[src/mpag_pkg.sv]
package mpag_pkg;

   localparam int COORD_W  = 6;
   localparam int SRC_W    = 24;
   localparam int DST_W    = 14;
   localparam int STRIDE_W = 5;
   localparam int MB_IDX_W = 13;   // v*W+h never exceeds 64*63+63
   localparam int WH_W     = 12;   // W*H of two 6-bit values
   localparam int STEP_W   = 4;

   localparam logic [1:0] PLANE_Y = 2'd0;
   localparam logic [1:0] PLANE_U = 2'd1;
   localparam logic [1:0] PLANE_V = 2'd2;

   localparam logic [STRIDE_W-1:0] STRIDE_LUMA   = 5'd16;
   localparam logic [STRIDE_W-1:0] STRIDE_CHROMA = 5'd8;

   typedef enum logic [1:0] {
      CSR_FETCH_ENABLE    = 2'd0,
      CSR_FRAME_MB_HEIGHT = 2'd1,
      CSR_FRAME_MB_WIDTH  = 2'd2,
      CSR_FRAME_BASE      = 2'd3
   } csr_index_type;

   typedef struct packed {
      logic [COORD_W-1:0] mb_col;
      logic [COORD_W-1:0] mb_row;
   } req_type;

   typedef struct packed {
      logic                copy_valid;
      logic [1:0]          plane;
      logic [SRC_W-1:0]    src_addr;
      logic [DST_W-1:0]    dst_addr;
      logic [STRIDE_W-1:0] row_stride;
      logic [COORD_W-1:0]  col_echo;
      logic [COORD_W-1:0]  row_echo;
      logic                last;
   } rsp_type;

   typedef struct packed {
      logic               fetch_enable;
      logic [COORD_W-1:0] frame_mb_height;
      logic [COORD_W-1:0] frame_mb_width;
      logic [SRC_W-1:0]   frame_base;
   } cfg_type;

   typedef enum logic [2:0] {
      MUL_HOLD,
      MUL_WH,
      MUL_VW,
      MUL_RECIP,
      MUL_QL
   } mul_op_type;

   typedef enum logic [3:0] {
      DP_NOP,
      DP_LOAD_WH,
      DP_PICK,
      DP_SUM_M,
      DP_REM,
      DP_EMIT_Y,
      DP_EMIT_U,
      DP_EMIT_V,
      DP_EMIT_NONE
   } dp_op_type;

   typedef enum logic [2:0] {
      J_NEXT,
      J_DONE,
      J_NOPEND,
      J_KMORE,
      J_PEND_ELSE_DONE
   } jmp_type;

   typedef struct packed {
      mul_op_type        mul_op;
      dp_op_type         dp_op;
      jmp_type           jmp;
      logic [STEP_W-1:0] target;
   } ucode_type;

   typedef struct packed {
      logic pend_none;
      logic k_last;
   } dp_status_type;

   typedef enum logic {
      SEQ_IDLE,
      SEQ_RUN
   } seq_state_type;

   // program addresses
   localparam logic [STEP_W-1:0] STEP_MWH   = 4'd0;
   localparam logic [STEP_W-1:0] STEP_LWH   = 4'd1;
   localparam logic [STEP_W-1:0] STEP_PICK  = 4'd2;
   localparam logic [STEP_W-1:0] STEP_MVW   = 4'd3;
   localparam logic [STEP_W-1:0] STEP_SUMM  = 4'd4;
   localparam logic [STEP_W-1:0] STEP_MRC   = 4'd5;
   localparam logic [STEP_W-1:0] STEP_MQL   = 4'd6;
   localparam logic [STEP_W-1:0] STEP_REM   = 4'd7;
   localparam logic [STEP_W-1:0] STEP_EY    = 4'd8;
   localparam logic [STEP_W-1:0] STEP_EU    = 4'd9;
   localparam logic [STEP_W-1:0] STEP_EV    = 4'd10;
   localparam logic [STEP_W-1:0] STEP_EMPTY = 4'd11;

   localparam ucode_type UCODE_NOP = '{MUL_HOLD, DP_NOP, J_DONE, STEP_MWH};

   function automatic ucode_type ucode_word(input logic [STEP_W-1:0] step);
      ucode_type w;
      w = UCODE_NOP;
      case (step)
         STEP_MWH:   w = '{MUL_WH,    DP_NOP,       J_NEXT,           STEP_MWH};
         STEP_LWH:   w = '{MUL_HOLD,  DP_LOAD_WH,   J_NOPEND,         STEP_EMPTY};
         STEP_PICK:  w = '{MUL_HOLD,  DP_PICK,      J_NEXT,           STEP_MWH};
         STEP_MVW:   w = '{MUL_VW,    DP_NOP,       J_NEXT,           STEP_MWH};
         STEP_SUMM:  w = '{MUL_HOLD,  DP_SUM_M,     J_NEXT,           STEP_MWH};
         STEP_MRC:   w = '{MUL_RECIP, DP_NOP,       J_NEXT,           STEP_MWH};
         STEP_MQL:   w = '{MUL_QL,    DP_NOP,       J_NEXT,           STEP_MWH};
         STEP_REM:   w = '{MUL_HOLD,  DP_REM,       J_NEXT,           STEP_MWH};
         STEP_EY:    w = '{MUL_HOLD,  DP_EMIT_Y,    J_KMORE,          STEP_EY};
         STEP_EU:    w = '{MUL_HOLD,  DP_EMIT_U,    J_NEXT,           STEP_MWH};
         STEP_EV:    w = '{MUL_HOLD,  DP_EMIT_V,    J_PEND_ELSE_DONE, STEP_PICK};
         STEP_EMPTY: w = '{MUL_HOLD,  DP_EMIT_NONE, J_DONE,           STEP_MWH};
         default:    w = UCODE_NOP;
      endcase
      return w;
   endfunction

endpackage

[src/mpag_sequencer.sv]
module mpag_sequencer (
   input  logic                   clock,
   input  logic                   reset,
   input  logic                   accept,
   input  mpag_pkg::dp_status_type status,
   output mpag_pkg::ucode_type    ctrl,
   output logic                   busy
);
   import mpag_pkg::*;

   seq_state_type     state_ff, state_in;
   logic [STEP_W-1:0] step_ff, step_in;
   ucode_type         word;

   assign word = ucode_word(step_ff);

   // next state and step counter
   always_comb begin
      state_in = state_ff;
      step_in  = step_ff;
      case (state_ff)
         SEQ_IDLE: begin
            if (accept) begin
               state_in = SEQ_RUN;
               step_in  = STEP_MWH;
            end
         end
         SEQ_RUN: begin
            case (word.jmp)
               J_NEXT:  step_in = step_ff + 1'b1;
               J_DONE:  state_in = SEQ_IDLE;
               J_NOPEND: begin
                  step_in = status.pend_none ? word.target : step_ff + 1'b1;
               end
               J_KMORE: begin
                  step_in = status.k_last ? step_ff + 1'b1 : word.target;
               end
               J_PEND_ELSE_DONE: begin
                  if (status.pend_none) begin
                     state_in = SEQ_IDLE;
                  end else begin
                     step_in = word.target;
                  end
               end
               default: state_in = SEQ_IDLE;
            endcase
         end
         default: state_in = SEQ_IDLE;
      endcase
   end

   // outputs
   always_comb begin
      busy = 1'b0;
      ctrl = UCODE_NOP;
      case (state_ff)
         SEQ_IDLE: begin
            busy = 1'b0;
            ctrl = UCODE_NOP;
         end
         SEQ_RUN: begin
            busy = 1'b1;
            ctrl = word;
         end
         default: begin
            busy = 1'b0;
            ctrl = UCODE_NOP;
         end
      endcase
   end

   always_ff @(posedge clock) begin
      if (reset) begin
         state_ff <= SEQ_IDLE;
         step_ff  <= STEP_MWH;
      end else begin
         state_ff <= state_in;
         step_ff  <= step_in;
      end
   end

endmodule

[src/mpag_datapath.sv]
module mpag_datapath #(
   parameter int LINE_BUFFER_MBS = 64,
   parameter int ADDR_BITS       = 24
) (
   input  logic                    clock,
   input  logic                    reset,
   input  logic                    accept,
   input  mpag_pkg::req_type       req,
   input  mpag_pkg::cfg_type       cfg,
   input  mpag_pkg::ucode_type     ctrl,
   output mpag_pkg::dp_status_type status,
   output logic                    rsp_valid,
   output mpag_pkg::rsp_type       rsp
);
   import mpag_pkg::*;

   localparam int R_W = (LINE_BUFFER_MBS > 1) ? $clog2(LINE_BUFFER_MBS) : 1;
   // m mod L via ceil reciprocal; exact for m < 2^13 and L <= 256
   localparam int RECIP_SHIFT = 22;
   localparam int MUL_A_W     = MB_IDX_W;
   localparam int MUL_B_W     = RECIP_SHIFT + 1;
   localparam int PROD_W      = MUL_A_W + MUL_B_W;
   localparam longint unsigned RECIP_VAL =
      ((64'd1 << RECIP_SHIFT) + LINE_BUFFER_MBS - 1) / LINE_BUFFER_MBS;
   localparam logic [MUL_B_W-1:0] RECIP   = MUL_B_W'(RECIP_VAL);
   localparam logic [MUL_B_W-1:0] LB_MBS  = MUL_B_W'(LINE_BUFFER_MBS);
   localparam int KEEP_BITS = (ADDR_BITS < SRC_W) ? ADDR_BITS : SRC_W;
   localparam logic [SRC_W-1:0] AMASK = SRC_W'((64'd1 << KEEP_BITS) - 64'd1);

   logic [COORD_W-1:0]  h_ff, h_in, v_ff, v_in;
   logic [COORD_W-1:0]  hh_ff, hh_in, vv_ff, vv_in;
   logic [3:0]          pend_ff, pend_in;
   logic [1:0]          k_ff, k_in;
   logic [PROD_W-1:0]   prod_ff, prod_in;
   logic [WH_W-1:0]     wh_ff, wh_in;
   logic [SRC_W-1:0]    ubase_ff, ubase_in;
   logic [MB_IDX_W-1:0] m_ff, m_in;
   logic [R_W-1:0]      r_ff, r_in;
   logic                rsp_valid_ff, rsp_valid_in;
   rsp_type             rsp_ff, rsp_in;

   logic [MUL_A_W-1:0]  mul_a;
   logic [MUL_B_W-1:0]  mul_b;
   logic [3:0]          take;
   logic [COORD_W:0]    h_p1, v_p1;
   logic                w_nz, h_nz;
   logic [15:0]         dst_y, dst_c;
   logic [MB_IDX_W:0]   wh_m;

   // candidate neighbours, in emission order
   always_comb begin
      h_p1 = {1'b0, req.mb_col} + 1'b1;
      v_p1 = {1'b0, req.mb_row} + 1'b1;
      w_nz = cfg.frame_mb_width != '0;
      h_nz = cfg.frame_mb_height != '0;
      take[0] = req.mb_col == '0 && req.mb_row == '0 && w_nz && h_nz;
      take[1] = req.mb_row == '0 && h_p1 < {1'b0, cfg.frame_mb_width} && h_nz;
      take[2] = req.mb_col == '0 && w_nz && v_p1 < {1'b0, cfg.frame_mb_height};
      take[3] = h_p1 < {1'b0, cfg.frame_mb_width}
                && v_p1 < {1'b0, cfg.frame_mb_height};
      take    = cfg.fetch_enable ? take : 4'b0000;
   end

   // shared multiplier
   always_comb begin
      mul_a = '0;
      mul_b = '0;
      case (ctrl.mul_op)
         MUL_WH: begin
            mul_a = MUL_A_W'(cfg.frame_mb_height);
            mul_b = MUL_B_W'(cfg.frame_mb_width);
         end
         MUL_VW: begin
            mul_a = MUL_A_W'(vv_ff);
            mul_b = MUL_B_W'(cfg.frame_mb_width);
         end
         MUL_RECIP: begin
            mul_a = m_ff;
            mul_b = RECIP;
         end
         MUL_QL: begin
            mul_a = prod_ff[RECIP_SHIFT +: MUL_A_W];
            mul_b = LB_MBS;
         end
         default: begin
            mul_a = '0;
            mul_b = '0;
         end
      endcase
      if (ctrl.mul_op == MUL_HOLD) begin
         prod_in = prod_ff;
      end else begin
         prod_in = {{MUL_B_W{1'b0}}, mul_a} * {{MUL_A_W{1'b0}}, mul_b};
      end
   end

   always_comb begin
      dst_y = (16'(r_ff) << 8) | (16'(k_ff[1]) << 7) | (16'(k_ff[0]) << 3);
      dst_c = 16'(r_ff) << 6;
      wh_m  = (MB_IDX_W+1)'(wh_ff) + (MB_IDX_W+1)'(m_ff);
   end

   always_comb begin
      h_in         = h_ff;
      v_in         = v_ff;
      hh_in        = hh_ff;
      vv_in        = vv_ff;
      pend_in      = pend_ff;
      k_in         = k_ff;
      wh_in        = wh_ff;
      ubase_in     = ubase_ff;
      m_in         = m_ff;
      r_in         = r_ff;
      rsp_valid_in = 1'b0;
      rsp_in       = rsp_ff;
      rsp_in.col_echo = h_ff;
      rsp_in.row_echo = v_ff;

      if (accept) begin
         h_in    = req.mb_col;
         v_in    = req.mb_row;
         pend_in = take;
      end

      case (ctrl.dp_op)
         DP_LOAD_WH: begin
            wh_in    = prod_ff[WH_W-1:0];
            ubase_in = cfg.frame_base + (SRC_W'(prod_ff[WH_W-1:0]) << 8);
         end
         DP_PICK: begin
            k_in    = 2'd0;
            pend_in = pend_ff & (pend_ff - 1'b1);
            if (pend_ff[0]) begin
               hh_in = h_ff;
               vv_in = v_ff;
            end else if (pend_ff[1]) begin
               hh_in = h_ff + 1'b1;
               vv_in = v_ff;
            end else if (pend_ff[2]) begin
               hh_in = h_ff;
               vv_in = v_ff + 1'b1;
            end else begin
               hh_in = h_ff + 1'b1;
               vv_in = v_ff + 1'b1;
            end
         end
         DP_SUM_M: m_in = prod_ff[MB_IDX_W-1:0] + MB_IDX_W'(hh_ff);
         DP_REM:   r_in = R_W'(m_ff - prod_ff[MB_IDX_W-1:0]);
         DP_EMIT_Y: begin
            k_in              = k_ff + 1'b1;
            rsp_valid_in      = 1'b1;
            rsp_in.copy_valid = 1'b1;
            rsp_in.plane      = PLANE_Y;
            rsp_in.src_addr   = (cfg.frame_base + (SRC_W'(m_ff) << 8)
                                 + (SRC_W'(k_ff) << 6)) & AMASK;
            rsp_in.dst_addr   = dst_y[DST_W-1:0];
            rsp_in.row_stride = STRIDE_LUMA;
            rsp_in.last       = 1'b0;
         end
         DP_EMIT_U: begin
            rsp_valid_in      = 1'b1;
            rsp_in.copy_valid = 1'b1;
            rsp_in.plane      = PLANE_U;
            rsp_in.src_addr   = (ubase_ff + (SRC_W'(m_ff) << 6)) & AMASK;
            rsp_in.dst_addr   = dst_c[DST_W-1:0];
            rsp_in.row_stride = STRIDE_CHROMA;
            rsp_in.last       = 1'b0;
         end
         DP_EMIT_V: begin
            // V plane sits a quarter luma size past U
            rsp_valid_in      = 1'b1;
            rsp_in.copy_valid = 1'b1;
            rsp_in.plane      = PLANE_V;
            rsp_in.src_addr   = (ubase_ff + (SRC_W'(wh_m) << 6)) & AMASK;
            rsp_in.dst_addr   = dst_c[DST_W-1:0];
            rsp_in.row_stride = STRIDE_CHROMA;
            rsp_in.last       = pend_ff == '0;
         end
         DP_EMIT_NONE: begin
            rsp_valid_in      = 1'b1;
            rsp_in.copy_valid = 1'b0;
            rsp_in.plane      = '0;
            rsp_in.src_addr   = '0;
            rsp_in.dst_addr   = '0;
            rsp_in.row_stride = '0;
            rsp_in.last       = 1'b1;
         end
         default: ;
      endcase
   end

   always_ff @(posedge clock) begin
      if (reset) begin
         pend_ff      <= '0;
         k_ff         <= '0;
         rsp_valid_ff <= 1'b0;
      end else begin
         pend_ff      <= pend_in;
         k_ff         <= k_in;
         rsp_valid_ff <= rsp_valid_in;
      end
      h_ff     <= h_in;
      v_ff     <= v_in;
      hh_ff    <= hh_in;
      vv_ff    <= vv_in;
      prod_ff  <= prod_in;
      wh_ff    <= wh_in;
      ubase_ff <= ubase_in;
      m_ff     <= m_in;
      r_ff     <= r_in;
      rsp_ff   <= rsp_in;
   end

   assign status.pend_none = pend_ff == '0;
   assign status.k_last    = k_ff == 2'd3;
   assign rsp_valid        = rsp_valid_ff;
   assign rsp              = rsp_ff;

endmodule

[src/macroblock_prefetch_address_generator_core.sv]
// channel   ports                          handshake
// -------   ----------------------------   ------------------------------------
// request   start, busy, req_data          beat taken when start && !busy
// response  rsp_valid, rsp_data            one-cycle strobe, receiver can't stall
// csr       csr_we, csr_index, csr_wdata   write when csr_we, no wait
//
// One item keeps busy high while the sequencer runs, with n fetched macroblocks
// (n = 0..4); busy rises the cycle after start. Per macroblock, address setup on
// the one shared multiplier (m = v*W+h and m mod LINE_BUFFER_MBS) comes first,
// then the descriptors. Each descriptor is registered and shows in the cycle
// after its microcode step.
// Reset is synchronous and clears config to zero; no clearing pass.
module macroblock_prefetch_address_generator_core #(
   parameter int LINE_BUFFER_MBS = 64,
   parameter int ADDR_BITS       = 24
) (
   input  logic                           clock,
   input  logic                           reset,
   input  logic                           start,
   output logic                           busy,
   input  mpag_pkg::req_type              req_data,
   output logic                           rsp_valid,
   output mpag_pkg::rsp_type              rsp_data,
   input  logic                           csr_we,
   input  mpag_pkg::csr_index_type        csr_index,
   input  logic [mpag_pkg::SRC_W-1:0]     csr_wdata
);
   import mpag_pkg::*;

   cfg_type       cfg_ff, cfg_in;
   ucode_type     ctrl;
   dp_status_type status;
   logic          accept;

   assign accept = start & ~busy;

   always_comb begin
      cfg_in = cfg_ff;
      if (csr_we) begin
         case (csr_index)
            CSR_FETCH_ENABLE:    cfg_in.fetch_enable    = csr_wdata[0];
            CSR_FRAME_MB_HEIGHT: cfg_in.frame_mb_height = csr_wdata[COORD_W-1:0];
            CSR_FRAME_MB_WIDTH:  cfg_in.frame_mb_width  = csr_wdata[COORD_W-1:0];
            CSR_FRAME_BASE:      cfg_in.frame_base      = csr_wdata;
            default: ;
         endcase
      end
   end

   always_ff @(posedge clock) begin
      if (reset) begin
         cfg_ff <= '0;
      end else begin
         cfg_ff <= cfg_in;
      end
   end

   mpag_sequencer u_seq (
      .clock  (clock),
      .reset  (reset),
      .accept (accept),
      .status (status),
      .ctrl   (ctrl),
      .busy   (busy)
   );

   mpag_datapath #(
      .LINE_BUFFER_MBS (LINE_BUFFER_MBS),
      .ADDR_BITS       (ADDR_BITS)
   ) u_dp (
      .clock     (clock),
      .reset     (reset),
      .accept    (accept),
      .req       (req_data),
      .cfg       (cfg_ff),
      .ctrl      (ctrl),
      .status    (status),
      .rsp_valid (rsp_valid),
      .rsp       (rsp_data)
   );

`ifndef SYNTHESIS
   a_rsp_inside_item: assert property (@(posedge clock) disable iff (reset)
      rsp_valid |-> $past(busy))
      else $error("response beat outside an item");

   a_last_ends_item: assert property (@(posedge clock) disable iff (reset)
      rsp_valid && rsp_data.last |-> !busy)
      else $error("sequencer still running after last beat");

   a_empty_is_last: assert property (@(posedge clock) disable iff (reset)
      rsp_valid && !rsp_data.copy_valid |-> rsp_data.last)
      else $error("empty response not marked last");

   a_start_runs: assert property (@(posedge clock) disable iff (reset)
      start && !busy |=> busy)
      else $error("accepted item did not start the sequencer");
`endif

endmodule
[config.mk]
export PLATFORM = sky130hd
export DESIGN_NAME = macroblock_prefetch_address_generator_core
export DESIGN_NICKNAME = d
export VERILOG_FILES = /design/src/mpag_pkg.sv /design/src/mpag_sequencer.sv /design/src/mpag_datapath.sv /design/src/macroblock_prefetch_address_generator_core.sv
export SDC_FILE = /design/constraint.sdc
export NUM_CORES = 1
export LEC_CHECK = 0
export ABC_AREA = 1
export BUFFER_PORTS_ARGS = -buffer_cell sky130_fd_sc_hd__buf_2
export CAP_MARGIN = 10
export CORE_UTILIZATION = 55
export DETAILED_ROUTE_END_ITERATION = 8
export GPL_TIMING_DRIVEN = 1
export PLACE_DENSITY = 0.73
export SLEW_MARGIN = 0
export SYNTH_ARGS = -nofsm -noshare
export SYNTH_HDL_FRONTEND = slang
export SYNTH_HIERARCHICAL = 1
export SYNTH_SLANG_ARGS = --single-unit
export TNS_END_PERCENT = 30
[constraint.sdc]
create_clock -name clock -period 6.8 [get_ports clock]
set_input_delay 1.7 -clock clock [delete_from_list [all_inputs] [get_ports clock]]
set_output_delay 1.7 -clock clock [all_outputs]
set_load 0.1 [all_outputs]
After elaboration in Yosys (flattened, before gate mapping) --
Memory sizes are Yosys's and may differ from the RTL's. A register that Yosys moved wholly into a read port is not among the register bits. Cells that the tools add are included.
Cells by class: equality and inequality tests 22, $lt $le $gt $ge 2, multiply operators 1, add/sub/neg operators 15, reductions and logical operators 29, mux-type cells 28, bitwise operators 6
Operators by type and width (count):
- $pmux W46 S4 | 1
- $pmux W13 S4 | 1
- $pmux W17 S3 | 1
- $add A24 B20 Y24 | 2
- $mux W4 | 9
- $mul A13 B17 Y30 | 1
- $mux W6 | 5
- $pmux W14 S2 | 1
- $add A24 B19 Y24 | 1
- $add A24 B21 Y24 | 1
- $add A24 B8 Y24 | 1
- $eq A4 B3 Y1 const B | 4
- $pmux W4 S4 | 1
- $add A12 B13 Y14 | 1
- $add A6 B1 Y7 const B | 2
- $lt A7 B6 Y1 | 2
- $or A14 B4 Y14 | 1
- $or A14 B8 Y14 | 1
- $add A13 B6 Y13 | 1
- $add A6 B1 Y6 const B | 2
- $eq A3 B2 Y1 const B | 4
- $logic_not A6 Y1 | 2
- $reduce_bool A6 Y1 | 2
- $eq A4 B2 Y1 const B | 2
- other kinds (33) | 54
Storage, ports and cells: memory bits (read-only) 208, memories 1, output and inout bits 61, input bits 42, register bits after elaboration 217, word-level logic and storage cells 130
Memory list:
- (name not given) | words 16, bits a word 13, read ports 1, clocked after Yosys merged registers in 1, write ports 0, RTL line mpag_pkg.sv:112 | case (step)

Longest topological paths before layout --
depth after elaboration 8, mapped depth 33

Hierarchy --
Netlist, hierarchy kept.
Modules (own cells, without submodules):
- mpag_datapath | instances 1, area an instance 13541.7 µm², cells an instance 1643
- macroblock_prefetch_address_generator_core | instances 1, area an instance 1546.5 µm², cells an instance 241
- mpag_sequencer | instances 1, area an instance 1156.1 µm², cells an instance 181

Worst setup path before layout --
OpenSTA, ideal clock, no wires.
path type flip-flop to flip-flop, start point register u_seq.state_ff, end point register u_dp.prod_ff[10] (data pin), setup slack 0.663 ns, arrival 5.864 ns, stages on the path, launching flop included 26, data required time 6.527 ns, clock period less this slack 6.137 ns, cell sequence dfxtp_1 > buf_2 > clkbuf_1 > nand2_1 > inv_1 > inv_2 > nand3_2 > buf_4 > o21ai_0 > nor2_1 > inv_1 > nand2_1 > fa_1 > fa_1 > inv_1 > ha_1 > fa_1 > inv_1 > fa_1 > inv_1 > ha_1 > nand2_1 > inv_1 > a21oi_1 > o31ai_1 > xor2_1
RTL lines:
- start: declaration | RTL line mpag_sequencer.sv:11 | seq_state_type state_ff, state_in;
- start signal: assignment | RTL line mpag_sequencer.sv:77 | state_ff <= state_in;
- end signal: assignment | RTL line mpag_datapath.sv:206 | prod_ff <= prod_in;
- end: declaration | RTL line mpag_datapath.sv:34 | logic [PROD_W-1:0] prod_ff, prod_in;

==> results_dict.tcl <==
set metrics [dict create \
    die_w_um 174 \
    grt_pass1_vias 13200 \
    internal_power_uw 2700 \
    port_buffers 94 \
    max_slew.worst_pin.slew_ns 1.19 \
    critical_path.cell_chain "nand2_1 -> inv_1 -> inv_2 -> nand3_2 -> nor2_1 -> inv_1 -> o21ai_1 -> a311oi_2 -> nor2_1 -> fa_1 -> inv_1 -> fa_1 -> inv_1 -> ha_1 -> ha_1 -> fa_1 -> inv_1 -> fa_1 -> inv_1 -> nand3_1 -> nand3_1 -> nand2_1 -> nand2_1 -> xor2_1" \
    drv_cap 0 \
    drt_iter0_markers 892 \
    drive_gt1_frac 0.0894 \
    wl_per_cell_um 14.9 \
    p_sw_frac 0.347 \
    critical_path.startpoint_type "register" \
    crit_slowest_cell "dfxtp_1" \
    period_share 0.861 \
    cp.arrival_ns 6.13 \
    setup_viol 0 \
    grtUsageTotal 0.263 \
    cts_tree "yes" \
    pwr-share-comb 0.278 \
    p_leak_uw 0.00923 \
    yosys_warnings 6 \
    die_area_um2 30100 \
    numCtsBuffers 26 \
    crit_type "reg2reg" \
    period_needed_ns 5.86 \
    drv_slew 0 \
    synth_area_um2 16200 \
    rsz0062_at_grt "no" \
    hold_violations 0 \
    fin_area_um2 18100 \
    hold_buffers 0 \
    p_sw_uw 1440 \
    nFillCells 2596 \
    num_antenna_cells 0 \
    clock.fmax_ghz 0.171 \
    post_cts.repair.setup_buffers 0 \
    seqPwrFrac 0.378 \
    ir_drop_mv 0.230 \
    start_util 0.561 \
    fin_ws_ns 0.943 \
    path_common_cell "inv_1" \
    rows 62 \
    antenna_left 0 \
    grt_max_degree 49 \
    dieHeight_um 174 \
    root_buffer "clkbuf_16" \
    htreeDepth 1 \
    cts.sinks 212 \
    viasPerCell 5.16 \
    hold_path_class "reg2reg" \
    grt_pass1_wl_um 63300 \
    cp.required_ns 7.07 \
    regArea_um2 5640 \
    postCtsResizedCells 0 \
    cp_slowest_stage_delay_ns 0.59 \
    worstSetupEndpointType "register" \
    finalWirelength_um 39000 \
    dpl.hpwl_um 31200 \
    clk_pin_slew_ns 0.06 \
    drc 0 \
    fin_tns_setup_ns 0 \
    grt_overflow_total 0 \
    place.gp.congestion 0.935 \
    place_ws_ns 0.988 \
    antenna_found_initial 0 \
    maxSlewHeadroom 0.202 \
    holdWs_ns 0.406 \
    clockPowerShare 0.344 \
    finClkSkew_ns 0.0232 \
    status "complete, no violations" \
    clockBufferDepth 3 \
    placed_area_um2 17200 \
    vias 13500 \
    fin_nets 2468 \
    clock_latency_ns 0.54 \
    core-area_um2 28900 \
    critical_path.max_fanout 14 \
    areaGrowthSynthToFinish_pct 11.7 \
    netlist_instances 2053 \
    first_pass_iters 5 \
    p_total_uw 4130 \
    powerDensity_nw_per_um2 229 \
    syn_avg_cell_area_um2 7.89 \
    io_pins 103 \
    multi_input_area_um2 9170 \
]
layout by cell type, fill, tap and decap left out, drive strengths merged, types with 2 or more instances in the layout:
master	instances
a21o	8
a21oi	84
a22o	7
a311oi	2
a31oi	4
and2	2
buf	99
bufinv	2
clkbuf	29
clkinv	10
clkinvlp	4
conb	56
dfxtp	73
edfxtp	139
fa	65
ha	156
inv	377
nand2	508
nand3	139
nand3b	8
nand4	23
nor2	259
nor3	18
nor4	4
o21ai	63
o21bai	5
o22ai	10
or2	6
xnor2	20
xor2	39
worst paths after layout:
kind / endpoint / cells after the start / from / slack (ns)
worst max register to register: u_dp/prod_ff[12] / 24 / u_seq/state_ff / 0.94
worst min-delay path: u_dp/rsp[6] / 0 / u_dp/v_ff[5] / 0.41
worst min register to register: u_dp/rsp[6] / 0 / u_dp/v_ff[5] / 0.41
worst max-delay path: u_dp/prod_ff[12] / 24 / u_seq/state_ff / 0.94
final cells by class:
class                      instances  area share
multi-input combinational       1492       0.507
sequential                       212       0.312
inverter                         374      0.0777
clock buffer                      29      0.0383
timing repair buffer              99      0.0281
tap                              384      0.0266
clock inverter                    19      0.0111
power groups by stage:
stage | Clock, uW | Combinational (uW) | Sequential, uW
after floorplan | 0 | 823 | 1610
after global placement | 0 | 1070 | 1580
after detailed placement | 0 | 1090 | 1590
after CTS | 1440 | 1090 | 1560
after global routing | 1490 | 1310 | 1570
final | 1420 | 1150 | 1560
through the flow:
stage / std cells / util
floorplan: 2107 / -
global placement: 2561 / 0.596
detailed placement: 2561 / 0.596
CTS: 2609 / 0.627
global route: 2609 / 0.627
finish: 2609 / 0.627
flip-flops by register name, summed over array words and instances (netlist names), 4 cells and up:
| register | flops |
|---|---|
| u_dp/ubase_ff | 24 |
| u_dp/r_ff | 6 |
| u_dp/prod_ff | 21 |
| u_dp/rsp | 51 |
| u_seq/word | 12 |
| u_dp/v_ff | 6 |
| u_dp/m_ff | 13 |
| u_dp/hh_ff | 6 |
| u_dp/pend_ff | 4 |
| cfg_ff | 37 |
| u_dp/h_ff | 6 |
| u_dp/wh_ff | 12 |
| u_dp/vv_ff | 6 |
| u_seq/step_ff | 4 |
critical path: cells and delay by family, from the launching register on:
family                     cells  cell delay [ns]
xor gates and xnor gates       1             0.08
buffers and inverters          7             0.73
DFF                            1             0.59
and+or+nand+nor                8             0.91
AOI/OAI and AO/OA              2             0.55
adders and majority gates      6             2.72
routing by layer:
metal | wire (um) | up-vias | share of wire | global-route usage
met5 | 0 | - | 0 | 0
li1 | - | 6800 | - | -
met4 | 1510 | 0 | 0.039 | 0.104
met3 | 2030 | 78 | 0.052 | 0.0311
met1 | 16800 | 6213 | 0.43 | 0.329
met2 | 18700 | 366 | 0.48 | 0.462
Note: power is estimated with default switching activity, not from simulation.
